[src/sha1_pkg.sv]
`timescale 1ns / 1ps
`default_nettype none
package sha1_pkg;
  localparam logic [31:0] H0 = 32'h67452301;
  localparam logic [31:0] H1 = 32'hEFCDAB89;
  localparam logic [31:0] H2 = 32'h98BADCFE;
  localparam logic [31:0] H3 = 32'h10325476;
  localparam logic [31:0] H4 = 32'hC3D2E1F0;
  localparam logic [31:0] K0 = 32'h5A827999;
  localparam logic [31:0] K1 = 32'h6ED9EBA1;
  localparam logic [31:0] K2 = 32'h8F1BBCDC;
  localparam logic [31:0] K3 = 32'hCA62C1D6;
  localparam logic [5:0] LEN_POS = 6'd56;
  localparam logic [6:0] ROUNDS = 7'd80;

  typedef enum logic [2:0] {
    ST_IDLE,
    ST_ROUND,
    ST_PAD,
    ST_LEN,
    ST_OUT
  } state_t;

  // controller -> datapath
  typedef struct packed {
    logic       clear;      // restore IV and count
    logic       absorb;     // write byte at current position
    logic [7:0] byte_val;
    logic       count_en;   // advance bit count
    logic       round_init; // load a..e from chaining words
    logic       round_step;
    logic       round_fold; // add a..e into chaining words
    logic       save_len;
  } dp_cmd_t;

  // datapath -> controller
  typedef struct packed {
    logic       blk_full;   // position is 63
    logic [5:0] pos;
    logic [6:0] round;
    logic [63:0] len;
  } dp_sts_t;
endpackage
`default_nettype wire

[src/sha1_message_digest.sv]
`timescale 1ns / 1ps
`default_nettype none
// SHA-1 digest of a byte stream. A byte that fills a 64-byte block starts the
// compression loop, one round per cycle. End of message: padding bytes up to
// offset 56, 8 length bytes, a compression per filled block, then 5 digest
// words through a one-entry output register.
// rst_n (synchronous, active low) restores the initial hash value and zero count.
module sha1_message_digest (
  input  wire logic        clk,
  input  wire logic        rst_n,
  input  wire logic        in_tvalid,
  output logic             in_tready,
  input  wire logic [15:0] in_tdata,  // [7:0] data_byte, [8] has_byte, zero fill
  input  wire logic        in_tlast,  // end_of_message
  output logic             out_tvalid,
  input  wire logic        out_tready,
  output logic [39:0]      out_tdata,  // [31:0] digest_word, [34:32] word_index
  output logic             out_tlast   // last_word
);
  sha1_pkg::dp_cmd_t cmd;
  sha1_pkg::dp_sts_t sts;
  logic        in_fire, oreg_load, oreg_free;
  logic [2:0]  out_sel;
  logic [31:0] dword;
  logic [31:0] word_r;
  logic [2:0]  widx_r;
  logic        vld_r;

  assign in_fire = in_tvalid && in_tready;
  assign oreg_free = !vld_r || out_tready;

  sha1_ctrl u_ctrl (
    .clk(clk), .rst_n(rst_n), .in_fire(in_fire),
    .in_byte(in_tdata[7:0]), .in_has(in_tdata[8]), .in_end(in_tlast),
    .in_ready(in_tready), .sts(sts), .cmd(cmd),
    .oreg_load(oreg_load), .out_sel(out_sel), .oreg_free(oreg_free)
  );

  sha1_datapath u_dp (
    .clk(clk), .rst_n(rst_n), .cmd(cmd), .out_sel(out_sel),
    .digest_word(dword), .sts(sts)
  );

  always_ff @(posedge clk) begin
    if (!rst_n) begin
      vld_r <= 1'b0;
    end else if (oreg_load) begin
      vld_r <= 1'b1;
    end else if (out_tready) begin
      vld_r <= 1'b0;
    end
  end

  always_ff @(posedge clk) begin
    if (oreg_load) begin
      word_r <= dword;
      widx_r <= out_sel;
    end
  end

  assign out_tvalid = vld_r;
  assign out_tdata = {5'd0, widx_r, word_r};
  assign out_tlast = (widx_r == 3'd4);
endmodule
`default_nettype wire

[src/sha1_datapath.sv]
`timescale 1ns / 1ps
`default_nettype none
module sha1_datapath (
  input  wire logic             clk,
  input  wire logic             rst_n,
  input  wire sha1_pkg::dp_cmd_t cmd,
  input  wire logic [2:0]       out_sel,
  output logic [31:0]           digest_word,
  output sha1_pkg::dp_sts_t     sts
);
  logic [31:0] h_r [5];
  logic [31:0] w_r [16];
  logic [63:0] cnt_r;
  logic [63:0] len_r;
  logic [31:0] a_r, b_r, c_r, d_r, e_r;
  logic [6:0]  rnd_r;

  logic [5:0]  pos;
  logic [3:0]  wi;
  logic [4:0]  sh;
  logic [31:0] wt, wx, f, k, tmp, nw;

  assign pos = cnt_r[8:3];
  assign wi  = pos[5:2];
  assign sh  = {~pos[1:0], 3'b000};
  assign sts.pos = pos;
  assign sts.blk_full = (pos == 6'd63);
  assign sts.round = rnd_r;
  assign sts.len = len_r;

  always_comb begin
    nw = {24'd0, cmd.byte_val} << sh;
    wx = w_r[13] ^ w_r[8] ^ w_r[2] ^ w_r[0];
    wt = (rnd_r < 7'd16) ? w_r[0] : {wx[30:0], wx[31]};
    if (rnd_r < 7'd20) begin
      f = (b_r & c_r) | (~b_r & d_r);
      k = sha1_pkg::K0;
    end else if (rnd_r < 7'd40) begin
      f = b_r ^ c_r ^ d_r;
      k = sha1_pkg::K1;
    end else if (rnd_r < 7'd60) begin
      f = (b_r & c_r) | (b_r & d_r) | (c_r & d_r);
      k = sha1_pkg::K2;
    end else begin
      f = b_r ^ c_r ^ d_r;
      k = sha1_pkg::K3;
    end
    tmp = {a_r[26:0], a_r[31:27]} + f + e_r + k + wt;
  end

  assign digest_word = h_r[out_sel];

  always_ff @(posedge clk) begin
    if (!rst_n || cmd.clear) begin
      h_r[0] <= sha1_pkg::H0;
      h_r[1] <= sha1_pkg::H1;
      h_r[2] <= sha1_pkg::H2;
      h_r[3] <= sha1_pkg::H3;
      h_r[4] <= sha1_pkg::H4;
      cnt_r  <= 64'd0;
      rnd_r  <= 7'd0;
    end else begin
      if (cmd.count_en) cnt_r <= cnt_r + 64'd8;
      if (cmd.round_init) begin
        rnd_r <= 7'd0;
      end else if (cmd.round_step) begin
        rnd_r <= rnd_r + 7'd1;
      end
      // fold comes with the last round step; add the values that step produces
      if (cmd.round_fold) begin
        h_r[0] <= h_r[0] + tmp;
        h_r[1] <= h_r[1] + a_r;
        h_r[2] <= h_r[2] + {b_r[1:0], b_r[31:2]};
        h_r[3] <= h_r[3] + c_r;
        h_r[4] <= h_r[4] + d_r;
      end
    end
  end

  // message schedule as a 16-deep shift line; slot 0 holds W[t] for t < 16, W[t-16] after
  always_ff @(posedge clk) begin
    if (cmd.save_len) len_r <= cnt_r;
    if (cmd.absorb) begin
      if (pos[1:0] == 2'd0) w_r[wi] <= nw;
      else w_r[wi] <= w_r[wi] | nw;
    end else if (cmd.round_step) begin
      for (int i = 0; i < 15; i++) w_r[i] <= w_r[i+1];
      w_r[15] <= wt;
    end
    if (cmd.round_init) begin
      a_r <= h_r[0];
      b_r <= h_r[1];
      c_r <= h_r[2];
      d_r <= h_r[3];
      e_r <= h_r[4];
    end else if (cmd.round_step) begin
      a_r <= tmp;
      b_r <= a_r;
      c_r <= {b_r[1:0], b_r[31:2]};
      d_r <= c_r;
      e_r <= d_r;
    end
  end
endmodule
`default_nettype wire

[src/sha1_ctrl.sv]
`timescale 1ns / 1ps
`default_nettype none
module sha1_ctrl (
  input  wire logic              clk,
  input  wire logic              rst_n,
  input  wire logic              in_fire,
  input  wire logic [7:0]        in_byte,
  input  wire logic              in_has,
  input  wire logic              in_end,
  output logic                   in_ready,
  input  wire sha1_pkg::dp_sts_t sts,
  output sha1_pkg::dp_cmd_t      cmd,
  output logic                   oreg_load,
  output logic [2:0]             out_sel,
  input  wire logic              oreg_free
);
  sha1_pkg::state_t state_r, state_nxt, ret_r, ret_nxt;
  logic [2:0] idx_r, idx_nxt;
  logic [2:0] lb_r, lb_nxt;   // length byte index
  logic       pad1_r, pad1_nxt; // 0x80 still to append

  assign out_sel = idx_r;

  always_comb begin
    state_nxt = state_r;
    ret_nxt = ret_r;
    idx_nxt = idx_r;
    lb_nxt = lb_r;
    pad1_nxt = pad1_r;
    unique case (state_r)
      sha1_pkg::ST_IDLE: begin
        if (in_fire) begin
          if (in_has && sts.blk_full) begin
            state_nxt = sha1_pkg::ST_ROUND;
            ret_nxt = in_end ? sha1_pkg::ST_PAD : sha1_pkg::ST_IDLE;
          end else if (in_end) begin
            state_nxt = sha1_pkg::ST_PAD;
          end
          pad1_nxt = 1'b1;
          lb_nxt = 3'd0;
        end
      end
      sha1_pkg::ST_ROUND: begin
        if (sts.round == sha1_pkg::ROUNDS - 7'd1) state_nxt = ret_r;
      end
      sha1_pkg::ST_PAD: begin
        pad1_nxt = 1'b0;
        if (sts.blk_full) begin
          state_nxt = sha1_pkg::ST_ROUND;
          ret_nxt = sha1_pkg::ST_PAD;
        end else if (sts.pos + 6'd1 == sha1_pkg::LEN_POS) begin
          state_nxt = sha1_pkg::ST_LEN;
        end
      end
      sha1_pkg::ST_LEN: begin
        lb_nxt = lb_r + 3'd1;
        if (lb_r == 3'd7) begin
          state_nxt = sha1_pkg::ST_ROUND;
          ret_nxt = sha1_pkg::ST_OUT;
          idx_nxt = 3'd0;
        end
      end
      sha1_pkg::ST_OUT: begin
        if (oreg_free) begin
          idx_nxt = (idx_r == 3'd4) ? 3'd0 : idx_r + 3'd1;
          if (idx_r == 3'd4) state_nxt = sha1_pkg::ST_IDLE;
        end
      end
      default: state_nxt = sha1_pkg::ST_IDLE;
    endcase
  end

  always_comb begin
    cmd = '0;
    in_ready = 1'b0;
    oreg_load = 1'b0;
    unique case (state_r)
      sha1_pkg::ST_IDLE: begin
        in_ready = 1'b1;
        cmd.byte_val = in_byte;
        cmd.absorb = in_fire && in_has;
        cmd.count_en = in_fire && in_has;
        cmd.round_init = in_fire && in_has && sts.blk_full;
        cmd.save_len = in_fire;
      end
      sha1_pkg::ST_ROUND: begin
        cmd.round_step = 1'b1;
        cmd.round_fold = (sts.round == sha1_pkg::ROUNDS - 7'd1);
      end
      sha1_pkg::ST_PAD: begin
        cmd.byte_val = pad1_r ? 8'h80 : 8'h00;
        cmd.absorb = 1'b1;
        cmd.count_en = 1'b1;
        cmd.round_init = sts.blk_full;
        // save_len in IDLE caught count before the item's byte; refresh after it
        cmd.save_len = pad1_r;
      end
      sha1_pkg::ST_LEN: begin
        cmd.byte_val = sts.len[(3'd7 - lb_r)*8 +: 8];
        cmd.absorb = 1'b1;
        cmd.count_en = 1'b1;
        cmd.round_init = (lb_r == 3'd7);
      end
      sha1_pkg::ST_OUT: begin
        oreg_load = oreg_free;
        cmd.clear = oreg_free && (idx_r == 3'd4);
      end
      default: ;
    endcase
  end

  always_ff @(posedge clk) begin
    if (!rst_n) begin
      state_r <= sha1_pkg::ST_IDLE;
      ret_r <= sha1_pkg::ST_IDLE;
      idx_r <= 3'd0;
      lb_r <= 3'd0;
      pad1_r <= 1'b0;
    end else begin
      state_r <= state_nxt;
      ret_r <= ret_nxt;
      idx_r <= idx_nxt;
      lb_r <= lb_nxt;
      pad1_r <= pad1_nxt;
    end
  end
endmodule
`default_nettype wire

[config.mk]
export PLATFORM = sky130hd
export DESIGN_NAME = sha1_message_digest
export DESIGN_NICKNAME = d
export VERILOG_FILES = /design/src/sha1_pkg.sv /design/src/sha1_message_digest.sv /design/src/sha1_datapath.sv /design/src/sha1_ctrl.sv
export SDC_FILE = /design/constraint.sdc
export NUM_CORES = 2
export LEC_CHECK = 0
export ABC_AREA = 1
export BUFFER_PORTS_ARGS = -buffer_cell sky130_fd_sc_hd__buf_2
export CAP_MARGIN = 30
export CORE_AREA = 3 3 419 504
export DETAILED_ROUTE_END_ITERATION = 8
export DIE_AREA = 0 0 422 507
export MAX_ROUTING_LAYER = met4
export PLACE_DENSITY_LB_ADDON = 0.08
export SLEW_MARGIN = 10
export SYNTH_ARGS = -nofsm -noshare
export SYNTH_HDL_FRONTEND = slang
export SYNTH_SLANG_ARGS = --single-unit
[constraint.sdc]
create_clock -name clk -period 22 [get_ports clk]
set_input_delay 1.1 -clock clk [delete_from_list [all_inputs] [get_ports clk]]
set_output_delay 1.1 -clock clk [all_outputs]
set_load 0.02 [all_outputs]
* After elaboration in Yosys (flattened, before gate mapping)
Memory sizes are Yosys's and may differ from the RTL's. A register that Yosys moved wholly into a read port is not among the register bits. Cells that the tools add are included. W data, S select, Z words.
Storage, ports and cells: memories 2, register bits 312, RAM bits 672, logic and storage cells 177
Memory list:
- u_dp.w_r | words 16, width 32, rd ports 17, clocked after Yosys merged registers in 1, write ports 16, RTL line sha1_datapath.sv:12 | logic [31:0] w_r [16];
- u_dp.h_r | words 5, width 32, rd ports 6, clocked after Yosys merged registers in 1, write ports 5, RTL line sha1_datapath.sv:11 | logic [31:0] h_r [5];
Cells by class: shifts and indexed selects 2, bitwise operators 21, multiplexer cells 75, add/subtract/negate cells 15, eq/ne operators 19, reduce and logical (&&, ||, !) cells 24, $lt $le $gt $ge 4
Operator list (count):
- $mux W32 | 23
- $add A32 B32 Y32 | 9
- $xor A32 B32 Y32 | 5
- $and A32 B32 Y32 | 4
- $or A32 B32 Y32 | 4
- $add A64 B4 Y64 const B | 1
- $shiftx A64 B33 Y8 | 1
- $mux W3 | 17
- $pmux W11 S3 | 1
- $not A32 Y32 | 1
- $reduce_or A32 Y1 | 1
- $shl A8 B5 Y32 | 1
- $mux W31 | 1
- $mux W1 | 21
- $pmux W3 S5 | 1
- $lt A7 B5 Y1 const B | 2
- $lt A7 B6 Y1 const B | 2
- $ne A2 B1 Y1 const B | 7
- $eq A3 B3 Y1 const B | 4
- $eq A6 B6 Y1 const B | 2
- $mux W4 | 3
- $pmux W3 S2 | 2
- $reduce_bool A2 Y1 | 5
- $pmux W3 S3 | 1
- 25 further kinds | 41

* Depth between registers and ports, before layout
depth after elaboration 12, gate-level depth with buffers 38

* Hierarchy
A second synthesis with hierarchy kept.
Unflattened totals: cells, all modules 7365, area total of the unflattened synthesis 62737.7 µm²
By module, submodules not included:
- sha1_datapath | instances 1, seq. area each 28257.1 µm², area an instance 60042.6 µm², cells each 7037
- sha1_ctrl | instances 1, seq. area each 240.2 µm², area an instance 1541.5 µm², cells each 278
- sha1_message_digest | instances 1, seq. area each 1071.0 µm², area an instance 1153.6 µm², cells each 50

* Worst setup path after synthesis
OpenSTA, ideal clock, no wires.
kind in2reg, start point input port out_tready, end point memory u_dp.h_r[0][0] (enable), arrival 6960 ps, setup slack 14515 ps, path buffers 2, stages 8, setup time 526 ps, data required time 21474 ps, path through nor2_1 nor2_1 inv_1 o21ai_1 buf_2 inv_1 clkbuf_1 nand2_1
RTL lines:
- from (decl) | RTL line sha1_message_digest.sv:16 | input wire logic out_tready,
- to (decl) | RTL line sha1_datapath.sv:11

==> qor.yml <==
rows: 183
synth_edf_count: 928
holdPathStages: 0
gr-total-overflow: 0
drv_cap: 0
clock_skew_ns: 0.0241
core_area_um2: 207000
yosys-top-cells-count: "nand2_1 (1,486), edfxtp_1 (928), o21ai_0 (918), inv_1 (879), a21oi_1 (714)"
reg2reg_depth: 27
drc_errors: 0
start_util: 0.299
setup_violations: 0
die_area_um2: 214000
drive_gt1_frac: 0.0629
initialDrtViolationCount: 3760
wl_per_cell_um: 25.4
synth_top_area_frac: 0.451
tns_ns: 0
clock-sinks: 1013
critPathCaptureType: "flip-flop"
die_w_um: 422
crit_type: "reg -> reg"
finalCritPeriodShare: 0.403
gp_congestion: 0.896
cts_buffer_depth: 3
crit_fanout: 44
syn_avg_cell_area_um2: 8.65
synth_flop_cell: "edfxtp_1"
io_buffers: 51
die_y_um: 507
fin_crit_ns: 8.86
grt_max_degree: 200
synth-async-reset-ratio: 0
antenna_found_initial: 8
hp-class: "reg -> reg"
synth.distinct_cells: 57
yosysWarningCount: 0
tightest_slew_ns: 1.07
max_clock_freq_ghz: 0.113
grt_usage: 0.239
numCtsBuffers: 133
dr.pass1.iters: 6
synth_area_um2: 61800
syn2layout_area_growth_pct: 12.3
required_ns: 22.54
cts_root_buf: "clkbuf_16"
arrival_ns: 9.39
clock_latency_ns: 0.79
grt_pass1_vias: 51023
synth-seq-cells: 1013
cts_tree: "done"
post_cts.repair.setup_buffers: 0
postCtsResizedCells: 0
ios: 64
seq_area_frac_synth: 0.478
fill_cells: 21611
routed_wirelength_mm: 254
fin_nets: 7497
clk_pin_slew_ns: 0.06
vias: 51050
vias_per_cell: 5.10
status: "completed"
grt_pass1_wl_mm: 363
final_hold_viol_count: 0
syn_inst: 7149
antenna_left: 0
cp-start-kind: "flip-flop"
rsz0062_at_grt: "no"
hold_slack_ns: 0.459
maxSlewViolCount: 0
synth_top_area_cell: "edfxtp_1"
yosys-top-cells-area: "edfxtp_1 (45%), nand2_1 (9.0%), o21ai_0 (7.4%), a21oi_1 (5.8%), inv_1 (5.3%)"
dp_hpwl_mm: 174
holdBufCountCts: 0
worst_slew_margin_rel: 0.276
yosys.cell_count.top_type: "nand2_1"
cts_htree_levels: 4
-- worst max-delay path: stages, from the launching register on --
cell	delay, ns
dfxtp_1	0.42
inv_1	0.13
nand2_4	0.33
buf_4	0.59
nor2_1	0.09
a21oi_1	0.73
fa_1	0.57
fa_1	0.55
inv_1	0.07
fa_1	0.47
inv_1	0.04
ha_1	0.36
nand2_1	0.09
nor3_1	0.85
nand4_1	0.29
nand3_1	0.33
nand2_1	0.09
nand2_1	0.08
xor2_1	0.57
ha_1	0.37
a21oi_1	0.17
o21ai_0	0.12
a211oi_1	0.38
o21ai_0	0.19
a21oi_1	0.42
nand3_1	0.13
nand2_1	0.07
nor2_1	0.04
-- registers in the layout, indices dropped and copies added, names as in the netlist, 7 cells and up, named ones only --
signal,count
u_dp.w_r,512
u_dp.h_r,160
u_dp.cnt_r,61
u_dp.len_r,61
u_dp.a_r,32
u_dp.b_r,32
u_dp.c_r,32
u_dp.d_r,32
u_dp.e_r,32
word_r,32
u_dp.rnd_r,7
-- metrics by stage --
| stage | instance area, µm² | util | worst slack, ns | std cells |
|---|---|---|---|---|
| 4_1_cts | 69400 | 0.336 | 13.14 | 9993 |
| 2_1_floorplan | 61800 | - | 14.51 | 7153 |
| 3_3_place_gp | 65200 | 0.315 | 13.04 | 9743 |
| 6_report | 69400 | 0.336 | 13.14 | 10001 |
| 3_5_place_dp | 65400 | 0.316 | 13.16 | 9758 |
| 5_1_grt | 69400 | 0.336 | 12.85 | 9999 |
-- area by class of cell --
class / count / area, µm² / area share
repair buffers: 160 / 1150 / 0.0166
diodes: 4 / 10.0 / 0.000144
inverters: 912 / 3450 / 0.0497
clock buffers: 165 / 3490 / 0.0503
flip-flops and latches: 1013 / 29600 / 0.426
multi-input cells: 4902 / 27700 / 0.399
well taps: 2775 / 3470 / 0.0500
clock inverters: 70 / 544 / 0.00784
-- worst paths after layout --
kind / startpoint / end / slack, ns
worst min-delay path: u_dp.cnt_r[14] / u_dp.len_r[14] / 0.46
worst max register to register: u_dp.rnd_r[4] / u_dp.h_r[0][31] / 13.14
worst min register to register: u_dp.cnt_r[14] / u_dp.len_r[14] / 0.46
worst max-delay path: u_dp.rnd_r[4] / u_dp.h_r[0][31] / 13.14
-- layer usage --
metal  part of all wire  track usage
met3              0.034       0.0249
met2               0.51        0.419
met5                  0            -
met4              0.040       0.0886
met1               0.42        0.281
-- cells in the final DEF, fill, tap and decap left out, types with 124 or more instances in the layout --
master        n
ha_1        229
edfxtp_1    928
inv_1       876
nor2_1      412
clkbuf_16   135
nand2_1    1481
fa_1        124
a21oi_1     714
o21ai_0     902
nand3_1     286
-- cells by family (layout without fill, tap and decap cells) --
group,Yosys count,in the layout,share of synthesized area
AO/OA/AOI/OAI,1955,1955,0.171
XOR/XNOR,177,177,0.0251
adder cells (fa/ha/maj),354,354,0.0867
buffers and inverters,1238,1307,0.0779
flip-flops,1013,1013,0.478
other,1,9,0.0000607
AND/OR/NAND/NOR,2411,2411,0.161
Power is left out: the tool's default activity adds up to more than one toggle a clock period on the data nets, which glitch-free logic cannot reach.
